### config.mk
export PLATFORM = sky130hd
export DESIGN_NAME = radio_reply_deframer_core
export DESIGN_NICKNAME = d
export VERILOG_FILES = /design/src/rtl/radd_pkg.sv /design/src/rtl/radd_ctrl.sv /design/src/rtl/radd_dp.sv /design/src/rtl/radio_reply_deframer_core.sv
export VERILOG_INCLUDE_DIRS = /design/src /design/src/rtl
export SDC_FILE = /design/constraint.sdc
export NUM_CORES = 1
export LEC_CHECK = 0
export BUFFER_PORTS_ARGS = -buffer_cell sky130_fd_sc_hd__buf_2
export CORE_ASPECT_RATIO = 1.5
export CORE_MARGIN = 3
export CORE_UTILIZATION = 50
export CTS_CLUSTER_DIAMETER = 120
export DETAILED_ROUTE_END_ITERATION = 10
export GPL_ROUTABILITY_DRIVEN = 0
export PLACE_DENSITY = 0.68
export SLEW_MARGIN = 20
export SYNTH_ARGS = -nofsm -noshare
export SYNTH_HDL_FRONTEND = slang
export SYNTH_SLANG_ARGS = --single-unit
### constraint.sdc
create_clock -name clk -period 4.2 [get_ports clk]
set_input_delay 0.42 -clock clk [delete_from_list [all_inputs] [get_ports clk]]
set_output_delay 0.42 -clock clk [all_outputs]
set_load 0.005 [all_outputs]
### src/rtl/radio_reply_deframer_core_macros.svh
// Assertion macros shared by the deframer modules.
// ASSERT_IMPL checks cons in the same cycle as ante, ASSERT_NEXT in the cycle after it.
`ifndef RADIO_REPLY_DEFRAMER_CORE_MACROS_SVH
`define RADIO_REPLY_DEFRAMER_CORE_MACROS_SVH

`ifndef SYNTHESIS
`define RADD_ASSERT_IMPL(label, clk, rst_n, ante, cons) \
  label: assert property (@(posedge clk) disable iff (!rst_n) (ante) |-> (cons)) \
    else $error("deframer assertion failed");
`define RADD_ASSERT_NEXT(label, clk, rst_n, ante, cons) \
  label: assert property (@(posedge clk) disable iff (!rst_n) (ante) |=> (cons)) \
    else $error("deframer assertion failed");
`else
`define RADD_ASSERT_IMPL(label, clk, rst_n, ante, cons)
`define RADD_ASSERT_NEXT(label, clk, rst_n, ante, cons)
`endif

`endif

### src/rtl/radd_pkg.sv
package radd_pkg;

  localparam int PAYLOAD_MAX  = 61;
  localparam int BUFFER_BYTES = 64;
  localparam int STORE_DEPTH  = 60;
  localparam int STORE_AW     = $clog2(STORE_DEPTH);
  localparam int POS_W        = $clog2(BUFFER_BYTES + 2);
  localparam int LEN_W        = 6;

  localparam int IN_TDATA_W   = 8;
  localparam int OUT_TDATA_W  = 24;
  localparam int OUT_TUSER_W  = 10;

  // Frame layout positions and length limits.
  localparam int POS_COUNT    = 1;
  localparam int POS_KIND     = 2;
  localparam int POS_DATA     = 3;
  localparam int MIN_XFER     = 4;
  localparam int FRAME_OVHD   = 3;
  localparam int STATUS_MIN   = 3;

  typedef struct packed {
    logic take_byte;   // input transaction
    logic take_last;   // input transaction carrying the end mark
    logic fetch;       // read store at current result index
    logic advance;     // result taken, more to follow
    logic done;        // final result taken
  } radd_cmd_t;

  typedef struct packed {
    logic last_result; // current result is the final one of the transfer
  } radd_stat_t;

  typedef struct packed {
    logic                 frame_ok;
    logic [7:0]           reply_kind;
    logic [LEN_W-1:0]     data_length;
    logic [LEN_W-1:0]     data_index;
    logic [7:0]           data_byte;
    logic                 status_reply;
    logic                 last;
  } radd_result_t;

endpackage

### src/rtl/radd_ctrl.sv
`include "radio_reply_deframer_core_macros.svh"

module radd_ctrl (
  input  logic                clk,
  input  logic                rst_n,
  input  logic                in_tvalid,
  input  logic                in_tlast,
  output logic                in_tready,
  output logic                out_tvalid,
  input  logic                out_tready,
  output radd_pkg::radd_cmd_t cmd,
  input  radd_pkg::radd_stat_t stat
);
  import radd_pkg::*;

  typedef enum logic [2:0] {
    S_RECV  = 3'b001,
    S_FETCH = 3'b010,
    S_SEND  = 3'b100
  } state_t;

  state_t state_r, state_nxt;
  logic   in_hs, out_hs;

  assign in_tready  = (state_r == S_RECV);
  assign out_tvalid = (state_r == S_SEND);
  assign in_hs      = in_tvalid && in_tready;
  assign out_hs     = out_tvalid && out_tready;

  assign cmd.take_byte = in_hs;
  assign cmd.take_last = in_hs && in_tlast;
  assign cmd.fetch     = (state_r == S_FETCH);
  assign cmd.advance   = out_hs && !stat.last_result;
  assign cmd.done      = out_hs && stat.last_result;

  always_comb begin
    state_nxt = state_r;
    case (state_r)
      S_RECV:  if (in_hs && in_tlast) state_nxt = S_FETCH;
      S_FETCH: state_nxt = S_SEND;
      S_SEND: begin
        if (out_hs) state_nxt = stat.last_result ? S_RECV : S_FETCH;
      end
      default: state_nxt = S_RECV;
    endcase
  end

  always_ff @(posedge clk) begin
    if (!rst_n) begin
      state_r <= S_RECV;
    end else begin
      state_r <= state_nxt;
    end
  end

  `RADD_ASSERT_IMPL(a_ready_valid_excl, clk, rst_n, 1'b1, !(in_tready && out_tvalid))
  `RADD_ASSERT_NEXT(a_eot_starts_emit, clk, rst_n, in_tvalid && in_tready && in_tlast,
                    !in_tready && !out_tvalid)
  `RADD_ASSERT_NEXT(a_last_returns, clk, rst_n, out_tvalid && out_tready && stat.last_result,
                    in_tready)
endmodule

### src/rtl/radd_dp.sv
`include "radio_reply_deframer_core_macros.svh"

module radd_dp (
  input  logic                   clk,
  input  logic                   rst_n,
  input  logic [7:0]             rx_byte,
  input  logic                   cfg_wr_en,
  input  logic [7:0]             cfg_wr_data,
  input  radd_pkg::radd_cmd_t    cmd,
  output radd_pkg::radd_stat_t   stat,
  output radd_pkg::radd_result_t res
);
  import radd_pkg::*;

  // Frame state
  logic [POS_W-1:0]    pos_r, pos_nxt;
  logic [7:0]          count_r, count_nxt;
  logic [7:0]          sum_r, sum_nxt;
  logic [7:0]          kind_r, kind_nxt;
  logic [7:0]          chk_r, chk_nxt;
  logic [7:0]          status_kind_r;

  // Verdict held while results drain
  logic                v_ok_r;
  logic                v_data_r;
  logic [7:0]          v_kind_r;
  logic [LEN_W-1:0]    v_len_r;
  logic                v_stat_r;
  logic [LEN_W-1:0]    idx_r;
  logic [7:0]          rd_data_r;

  logic [7:0]          store_mem_r [STORE_DEPTH];
  logic                wr_en;
  logic [STORE_AW-1:0] wr_addr;
  logic [POS_W-1:0]    slot;

  logic                in_buf, in_sum, is_chk;
  logic [8:0]          cnt_lim, pos9;
  logic [POS_W-1:0]    pos_inc;
  logic                ok;
  logic [LEN_W-1:0]    len;

  assign in_buf  = pos_r < POS_W'(BUFFER_BYTES);
  assign pos9    = 9'(pos_r);
  assign cnt_lim = {1'b0, count_r} + 9'(POS_KIND);
  assign in_sum  = in_buf && (pos_r >= POS_W'(POS_KIND)) && (pos9 < cnt_lim);
  assign is_chk  = in_buf && (pos_r >= POS_W'(POS_KIND)) && (pos9 == cnt_lim);
  assign slot    = pos_r - POS_W'(POS_DATA);
  assign wr_en   = cmd.take_byte && in_sum && (pos_r >= POS_W'(POS_DATA)) &&
                   (slot < POS_W'(STORE_DEPTH));
  assign wr_addr = slot[STORE_AW-1:0];
  assign pos_inc = (pos_r < POS_W'(BUFFER_BYTES + 1)) ? pos_r + POS_W'(1) : pos_r;

  always_comb begin
    count_nxt = count_r;
    kind_nxt  = kind_r;
    sum_nxt   = sum_r;
    chk_nxt   = chk_r;
    if (in_buf && pos_r == POS_W'(POS_COUNT)) count_nxt = rx_byte;
    if (in_buf && pos_r == POS_W'(POS_KIND))  kind_nxt  = rx_byte;
    if (in_sum) sum_nxt = sum_r + rx_byte;
    if (is_chk) chk_nxt = rx_byte;
  end

  // Verdict from the state as it stands after the final byte
  assign ok = (pos_inc >= POS_W'(MIN_XFER)) && (pos_inc <= POS_W'(BUFFER_BYTES)) &&
              (count_nxt != 8'd0) && (count_nxt <= 8'(PAYLOAD_MAX)) &&
              ({1'b0, count_nxt} + 9'(FRAME_OVHD) <= 9'(pos_inc)) &&
              (sum_nxt == chk_nxt);
  assign len = LEN_W'(count_nxt - 8'd1);

  always_comb begin
    pos_nxt = pos_r;
    if (cmd.take_byte) pos_nxt = cmd.take_last ? '0 : pos_inc;
  end

  always_ff @(posedge clk) begin
    if (!rst_n) begin
      pos_r         <= '0;
      count_r       <= '0;
      sum_r         <= '0;
      kind_r        <= '0;
      chk_r         <= '0;
      idx_r         <= '0;
      status_kind_r <= '0;
    end else begin
      if (cfg_wr_en) status_kind_r <= cfg_wr_data;
      pos_r <= pos_nxt;
      if (cmd.take_last) begin
        count_r <= '0;
        sum_r   <= '0;
        kind_r  <= '0;
        chk_r   <= '0;
        idx_r   <= '0;
      end else if (cmd.take_byte) begin
        count_r <= count_nxt;
        sum_r   <= sum_nxt;
        kind_r  <= kind_nxt;
        chk_r   <= chk_nxt;
      end
      if (cmd.advance) idx_r <= idx_r + LEN_W'(1);
      if (cmd.done)    idx_r <= '0;
    end
  end

  always_ff @(posedge clk) begin
    if (cmd.take_last) begin
      v_ok_r   <= ok;
      v_data_r <= ok && (len != '0);
      v_kind_r <= ok ? kind_nxt : 8'd0;
      v_len_r  <= ok ? len : '0;
      v_stat_r <= ok && (kind_nxt == status_kind_r) && (len >= LEN_W'(STATUS_MIN));
    end
  end

  // Store: one write port while receiving, one registered read while draining
  always_ff @(posedge clk) begin
    if (wr_en) store_mem_r[wr_addr] <= rx_byte;
  end

  always_ff @(posedge clk) begin
    if (cmd.fetch) rd_data_r <= store_mem_r[idx_r[STORE_AW-1:0]];
  end

  assign stat.last_result = !v_data_r || ({1'b0, idx_r} + 7'd1 == {1'b0, v_len_r});

  assign res.frame_ok     = v_ok_r;
  assign res.reply_kind   = v_kind_r;
  assign res.data_length  = v_len_r;
  assign res.data_index   = idx_r;
  assign res.data_byte    = v_data_r ? rd_data_r : 8'd0;
  assign res.status_reply = v_stat_r;
  assign res.last         = stat.last_result;

  `RADD_ASSERT_IMPL(a_pos_bounded, clk, rst_n, 1'b1, pos_r <= POS_W'(BUFFER_BYTES + 1))
  `RADD_ASSERT_IMPL(a_fetch_in_range, clk, rst_n, cmd.fetch && v_data_r,
                    idx_r < v_len_r)
  `RADD_ASSERT_NEXT(a_eot_clears, clk, rst_n, cmd.take_last,
                    pos_r == '0 && sum_r == 8'd0 && idx_r == '0)
endmodule

### src/rtl/radio_reply_deframer_core.sv
// Radio reply deframer. Bytes of one received transfer enter on the in_ stream, one
// per transaction, with in_tlast on the final byte. Byte 0 is skipped, byte 1 is the
// count, bytes 2..count+1 are summed modulo 256 and the byte after them is the
// checksum; byte 2 is the reply kind and the following bytes are data, buffered in a
// 60-entry store. On the final byte the transfer is checked (length 4..64, count
// nonzero, at most 61 and fitting the transfer, sum equal to checksum). A failed
// transfer yields one result with frame_ok low; a good one yields one result per data
// byte, or one empty result when there is no data. status_reply flags replies whose
// kind equals the status_kind register (cfg_wr_en / cfg_wr_data) and carry three or
// more data bytes. Bytes are taken while in_tready is high; after the final byte
// in_tready stays low while results drain. Each result is fetched by a registered
// read of the store's single read port (FETCH state) and then presented (SEND
// state) until out_tready takes it. in_tready rises again once the final result of
// the transfer has been taken.
module radio_reply_deframer_core (
  input  logic                              clk,
  input  logic                              rst_n,
  // input stream
  input  logic                              in_tvalid,
  output logic                              in_tready,
  input  logic [radd_pkg::IN_TDATA_W-1:0]   in_tdata,   // [7:0] rx_byte
  input  logic                              in_tlast,   // end_of_transfer
  // result stream
  output logic                              out_tvalid,
  input  logic                              out_tready,
  output logic [radd_pkg::OUT_TDATA_W-1:0]  out_tdata,  // [5:0] data_length,
                                                        // [11:6] data_index,
                                                        // [19:12] data_byte, [23:20] zero
  output logic [radd_pkg::OUT_TUSER_W-1:0]  out_tuser,  // [0] frame_ok, [8:1] reply_kind,
                                                        // [9] status_reply
  output logic                              out_tlast,  // last
  // configuration
  input  logic                              cfg_wr_en,
  input  logic [7:0]                        cfg_wr_data // status_kind
);
  import radd_pkg::*;

  radd_cmd_t    cmd;
  radd_stat_t   stat;
  radd_result_t res;

  // Sequence byte intake and result drain
  radd_ctrl u_ctrl (
    .clk        (clk),
    .rst_n      (rst_n),
    .in_tvalid  (in_tvalid),
    .in_tlast   (in_tlast),
    .in_tready  (in_tready),
    .out_tvalid (out_tvalid),
    .out_tready (out_tready),
    .cmd        (cmd),
    .stat       (stat)
  );

  // Hold frame state, checks, data store and the result fields
  radd_dp u_dp (
    .clk         (clk),
    .rst_n       (rst_n),
    .rx_byte     (in_tdata[7:0]),
    .cfg_wr_en   (cfg_wr_en),
    .cfg_wr_data (cfg_wr_data),
    .cmd         (cmd),
    .stat        (stat),
    .res         (res)
  );

  // Pack result fields, lowest field first
  assign out_tdata = {4'd0, res.data_byte, res.data_index, res.data_length};
  assign out_tuser = {res.status_reply, res.reply_kind, res.frame_ok};
  assign out_tlast = res.last;
endmodule
==> results of run 1 <==
## placed cells by master, fill, tap and decap left out, types with 7 or more instances in the layout
| master | instances |
|---|---|
| nor3_2 | 9 |
| nor3_1 | 22 |
| a21oi_1 | 34 |
| nor2_1 | 114 |
| nor2b_1 | 17 |
| dfxtp_1 | 52 |
| buf_4 | 113 |
| or3_1 | 10 |
| and2_1 | 17 |
| xor2_1 | 11 |
| clkinv_2 | 9 |
| nand2_1 | 61 |
| edfxtp_1 | 505 |
| clkbuf_16 | 51 |
| nand3_1 | 21 |
| mux2i_1 | 49 |
| o21ai_0 | 26 |
| ha_1 | 28 |
| clkbuf_1 | 16 |
| and3_1 | 10 |
| nand4_1 | 7 |
| a21o_1 | 8 |
| xnor2_1 | 29 |
| mux4_2 | 151 |
| bufinv_16 | 7 |
| inv_1 | 15 |
| a31oi_1 | 8 |
| o21a_1 | 7 |
| buf_2 | 54 |
## area by class of cell
cell class	instances	area share [%]
repair buffers	172	4.43
clock inverters	24	1.18
inverters	16	0.219
flip-flops and latches	561	59.5
clock buffers	69	4.98
multi-input cells	745	27.0
well taps	594	2.71
## path summary, 6_finish.rpt
check,start,cells after the start,slack [ns],end
setup / recovery,u_dp.pos_r[1]$_SDFFE_PN0P_,18,0.15,u_dp.v_kind_r[7]$_SDFFCE_PN0P_
setup reg to reg,u_dp.pos_r[1]$_SDFFE_PN0P_,18,0.15,u_dp.v_kind_r[7]$_SDFFCE_PN0P_
hold reg to reg,u_dp.kind_r[0]$_SDFFE_PP0P_,2,0.46,u_dp.kind_r[0]$_SDFFE_PP0P_
hold / removal,cfg_wr_data[0],3,0.10,u_dp.status_kind_r[0]$_SDFFE_PN0P_
## registers in the layout (all words and copies together), names as in the netlist
signal and count:
u_dp.v_data_r 1, u_dp.idx_r 6, u_dp.store_mem_r 480, u_dp.v_stat_r 1, u_dp.pos_r 7, u_dp.v_kind_r 8, u_dp.v_len_r 6, u_dp.status_kind_r 8
u_dp.count_r 8, u_dp.sum_r 8, u_ctrl.state_r 3, u_dp.kind_r 8, u_dp.rd_data_r 8, u_dp.chk_r 8, u_dp.v_ok_r 1
## routing by layer
layer	part of all wire, %	track usage [%]	vias to the layer above	wire [µm]
li1	-	-	5832	-
met1	38	28.7	6836	21200
met2	53	39.9	502	29700
met3	6.0	3.64	109	3410
met4	3.8	7.98	0	2150
met5	0	0	-	0
## critical path, cell delays in order (launching register included)
cell	delay (ns)
dfxtp_1	0.33
inv_1	0.06
ha_1	0.20
nor2b_2	0.18
nand2_4	0.11
buf_8	0.17
mux2_2	0.38
buf_4	0.17
nand2_1	0.08
xor2_1	0.15
ha_1	0.26
a21o_1	0.17
a211o_1	0.29
a21o_1	0.17
a221o_1	0.34
a2111oi_4	0.27
nand4b_4	0.16
buf_4	0.20
nor3_1	0.21
## per-stage QoR
stage                     TNS [ns]  hold slack, ns  instance area [µm²]  cells  worst slack (ns)
after floorplan                  0           0.436                24100   1409            0.0784
after global placement           0           0.442                25700   2088             0.241
after detailed placement         0           0.450                25700   2088             0.109
after CTS                        0          0.0766                27300   2181            0.0604
after global routing         -5.23           0.123                27400   2181           -0.0927
final                            0           0.102                27400   2181             0.146
## power groups by stage
| stage | combinational, µW | sequential (µW) | clock (µW) |
|---|---|---|---|
| 2_1_floorplan | 210 | 6220 | 0 |
| 3_3_place_gp | 400 | 6220 | 0 |
| 6_report | 418 | 6100 | 4690 |
| 3_5_place_dp | 409 | 6220 | 0 |
| 5_1_grt | 455 | 6100 | 5010 |
| 4_1_cts | 411 | 6100 | 4780 |
## cells by family (layout without fill, tap and decap cells)
family	after synthesis	after routing	share of synthesized area, %
buf+inv	103	281	1.88
xor+xnor	43	43	1.62
other cells	1	4	0.0156
flops	561	561	67.7
fa+ha+maj	30	30	1.59
mux	206	206	16.5
compound gates	135	135	3.76
simple gates	327	327	6.90
==> impl_metrics.env, run 1 <==
export IMPL_clock_sinks=561
export IMPL_grt_max_degree=68
export IMPL_synth_edf_count=505
export IMPL_p_sw_uw=2270
export IMPL_die_area_um2=50800
export IMPL_port_buffers=54
export IMPL_required_ns=4.61
export IMPL_syn_area_per_cell_um2=17.1
export IMPL_grt_pass1_vias=13584
export IMPL_setup_viol=0
export IMPL_synthArstFlopShare_pct=0
export IMPL_ys_warn_count=0
export IMPL_fin_crit_ns=4.05
export IMPL_cts_resized_gates=0
export IMPL_wire_per_inst_um=25.9
export IMPL_syn_area_um2=24000
export IMPL_clockRootBuffer="clkbuf_16"
export IMPL_power_frac_seq_pct=54.4
export IMPL_skew_ns=0.0246
export IMPL_slew_headroom_pct=37.1
export IMPL_fp_coreArea_um2=47100
export IMPL_end_kind="flip-flop"
export IMPL_worst_pin_slew_ns=0.944
export IMPL_clockPowerShare_pct=41.9
export IMPL_hold_viol=0
export IMPL_cts_max_path_buffers=3
export IMPL_synth_largest_area_cell="edfxtp_1"
export IMPL_synth_common_cells="edfxtp_1, mux4_2, nor2_1"
export IMPL_synth_top_area_share_pct=63.1
export IMPL_syn_to_final_growth_pct=13.9
export IMPL_vdd_drop_max_mv=0.428
export IMPL_drc=0
export IMPL_cp_start_kind="flip-flop"
export IMPL_htreeDepth=2
export IMPL_min_period_over_period_pct=96.5
export IMPL_cap_violations=0
export IMPL_yosysMostFrequentCell="edfxtp_1"
export IMPL_multi_input_area_um2=7390
export IMPL_grt_pass1_wl_um=85500
export IMPL_powerDensity_nw_per_um2=410
export IMPL_rsz0062_at_grt="true"
export IMPL_intPower_uw=8950
export IMPL_synth_seq_cells=561
export IMPL_ant_nets=0
export IMPL_cts_tree="done"
export IMPL_vias=13279
export IMPL_cp_arrival_ns=4.47
export IMPL_overflow=0
export IMPL_antenna_found_initial=1
export IMPL_sw_frac_of_total_pct=20.2
export IMPL_status="finished, final reports clean"
export IMPL_drtPass1Iterations=6
export IMPL_syn_inst=1406
export IMPL_insertion_delay_ns=0.58
export IMPL_initial_utilization_pct=51.0
export IMPL_ys_seq_area_share_pct=67.7
export IMPL_track_usage_pct=22.7
export IMPL_io_pins=59
export IMPL_total_power_uw=11200
export IMPL_ys_flop_type="edfxtp_1"
export IMPL_synthTopCellsByArea="edfxtp_1, mux4_2, dfxtp_1"
export IMPL_dieWidth_um=185
export IMPL_vias_per_cell=6.09
export IMPL_die_h_um=275
export IMPL_nets=1598
export IMPL_fill_cells=3497
export IMPL_final_seq_area_um2=16300
export IMPL_numCtsBuffers=50
export IMPL_min_path_type="in -> reg"
export IMPL_finalMaxSlewViolations=0
export IMPL_place_hpwl_um=38100
export IMPL_leakagePower_uw=0.00895
export IMPL_comb_power_share_pct=3.7
export IMPL_synth_cell_types=77
export IMPL_antennaDiodeCount=0
export IMPL_cts_hold_buffers=0
export IMPL_drive_above_1_share_pct=27.9
export IMPL_cts_clk_slew_worst_paths_ns=0.07
export IMPL_crit_type="reg -> reg"
export IMPL_clock_fmax_mhz=247
export IMPL_critPathMaxFanout=14
export IMPL_final_util_pct=58.2
export IMPL_wl_um=56500
export IMPL_rows=97
export IMPL_post_cts_setup_buffers=0
export IMPL_initialDrtViolationCount=1311
(Power assumes the default switching activity.)
==> run 2: changes to the inputs <==
Settings changed: CELL_PAD_IN_SITES_DETAIL_PLACEMENT set to 0, CELL_PAD_IN_SITES_GLOBAL_PLACEMENT set to 1, PLACE_DENSITY 0.68 to 0.73.
Clock period 4.2 ns to 4.3 ns, I/O delays scaled along.
==> run 2 against run 1 <==
- final area decreased by 0.28%
- critical endpoint is now u_dp.store_mem_r[16][7]$_DFFE_PP_
- first-iteration DRC count fell by 21%
- utilization fell by 0.16 points
- highest routed layer unchanged
- total power fell by 4.5%
- wire length grew 0.63%
- sequential share of layout area is 0.17 points higher
==> impl_metrics.env, run 2 (same netlist as run 1, synthesis figures left out) <==
export IMPL_skew_ns=0.0285
export IMPL_critPathMaxFanout=8
export IMPL_wl_um=56800
export IMPL_place_hpwl_um=39100
export IMPL_vdd_drop_max_mv=0.362
export IMPL_final_common_cell="edfxtp_1"
export IMPL_drtPass1Iterations=5
export IMPL_layout_common_cells="edfxtp_1, mux4_2, buf_4, nor2_1, nand2_1"
export IMPL_path_delay_family="simple AND/OR/NAND/NOR gates"
export IMPL_rows=97
export IMPL_wire_per_inst_um=26.0
export IMPL_vias_per_cell=5.95
export IMPL_placed_area_um2=25700
export IMPL_worst_pin_slew_ns=0.996
export IMPL_grt_pass1_vias=13274
export IMPL_finalMaxSlewViolations=0
export IMPL_slew_headroom_pct=33.3
export IMPL_cp_start_kind="flip-flop"
export IMPL_grt_max_degree=67
export IMPL_track_usage_pct=22.8
export IMPL_vias=13003
export IMPL_setup_worst_path_start="u_dp.count_r[1]$_SDFFE_PP0P_"
export IMPL_die_area_um2=50800
export IMPL_cap_violations=0
export IMPL_leakagePower_uw=0.00890
export IMPL_io_pins=59
export IMPL_grt_pass1_wl_um=85300
export IMPL_syn_to_final_growth_pct=13.6
export IMPL_die_h_um=275
export IMPL_min_path_type="in -> reg"
export IMPL_slowest_delay_ns=0.67
export IMPL_fin_crit_ns=4.15
export IMPL_drive_above_1_share_pct=28.1
export IMPL_nets=1602
export IMPL_regMostFlops="u_dp.store_mem_r"
export IMPL_port_buffers=54
export IMPL_crit_type="reg -> reg"
export IMPL_initial_utilization_pct=51.0
export IMPL_cts_hold_buffers=0
export IMPL_status="finished, final reports clean"
export IMPL_hold_start="cfg_wr_data[2]"
export IMPL_cts_resized_gates=0
export IMPL_drc=0
export IMPL_cts_clk_slew_worst_paths_ns=0.07
export IMPL_worstPathCellList="ha_1, nand3_1, xor2_1, ha_1, nand4_1, a21oi_1, o32a_1, nor2_1, nand2_1, nor3b_1, nand3_1, nor2_1, buf_4"
export IMPL_initialDrtViolationCount=1034
export IMPL_insertion_delay_ns=0.57
export IMPL_path_buf_inv=1
export IMPL_cts_max_path_buffers=3
export IMPL_end_kind="flip-flop"
export IMPL_fin_setup_tns_ns=0
export IMPL_largest_reg_flops=480
export IMPL_antenna_found_initial=1
export IMPL_fp_coreArea_um2=47100
export IMPL_cp_slowest_cell="nand3_1"
export IMPL_min_period_over_period_pct=96.4
export IMPL_total_power_uw=10700
export IMPL_htreeDepth=2
export IMPL_r2r_start="u_dp.count_r[1]$_SDFFE_PP0P_"
export IMPL_ant_nets=0
export IMPL_fin_area_um2=27300
export IMPL_required_ns=4.57
export IMPL_overflow=0
export IMPL_post_cts_setup_buffers=0
export IMPL_clock_fmax_mhz=241
export IMPL_clock_sinks=561
export IMPL_cts_tree="done"
export IMPL_hold_viol=0
export IMPL_finalWorstSetupSlack_ns=0.154
export IMPL_clockRootBuffer="clkbuf_16"
export IMPL_antennaDiodeCount=0
export IMPL_setup_viol=0
export IMPL_powerDensity_nw_per_um2=392
export IMPL_numCtsBuffers=50
export IMPL_rsz0062_at_grt="true"
export IMPL_cp_arrival_ns=4.42
export IMPL_pre_cts_slack_ns=0.200
export IMPL_dieWidth_um=185
## run 2: cell count changes in the layout (fill, tap and decap cells not counted), sizes merged
cell,previous run,this run
clkinvlp,0,4
clkbuf,69,61
buf,172,176
clkinv,14,21
bufinv,7,4
inv,19,18
## run 2: worst reg2reg max path, stage by stage (launching register included)
cell and delay (ns):
dfxtp_1 0.56, ha_1 0.31, nand3_1 0.12, xor2_1 0.17, ha_1 0.29, nand4_1 0.12, a21oi_1 0.07, o32a_1 0.36
nor2_1 0.13, nand2_1 0.13, nor3b_1 0.43, nand3_1 0.67, nor2_1 0.28, buf_4 0.21
## run 2: metrics by stage
stage                     std cells  util (%)  hold slack (ns)
after global routing           2184      58.0            0.126
after CTS                      2184      57.8           0.0997
after global placement         2092      54.5            0.441
after detailed placement       2092      54.5            0.446
final                          2184      58.0            0.125
after floorplan                1409         -            0.436
## run 2: layout make-up
cell class	instances	area [µm²]
Multi-Input combinational cell	745	7410
Fill cell	3611	19800
Tap cell	594	743
Sequential cell	561	16300
Timing Repair Buffer	176	1230
Clock inverter	31	283
Clock buffer	61	1290
Inverter	16	60.1
## run 2: path summary, 6_finish.rpt
path	endpoint	slack [ns]	cells after the start
setup / recovery	u_dp.store_mem_r[16][7]$_DFFE_PP_	0.15	13
hold / removal	u_dp.status_kind_r[2]$_SDFFE_PN0P_	0.13	3
setup reg to reg	u_dp.store_mem_r[16][7]$_DFFE_PP_	0.15	13
hold reg to reg	u_dp.kind_r[1]$_SDFFE_PP0P_	0.45	2
## run 2: power by group
group | internal (µW) | switching (µW)
registers | 5940 | 18.5
logic | 143 | 266
clock network | 2400 | 1940
## run 2: routing by layer
layer,GRT usage [%],share of wire [%],wire length [µm],vias up
li1,-,-,-,5868
met3,3.57,5.1,2910,108
met1,28.2,37,21200,6651
met2,40.1,53,30100,376
met4,9.46,4.6,2620,0
met5,0,0,0,-
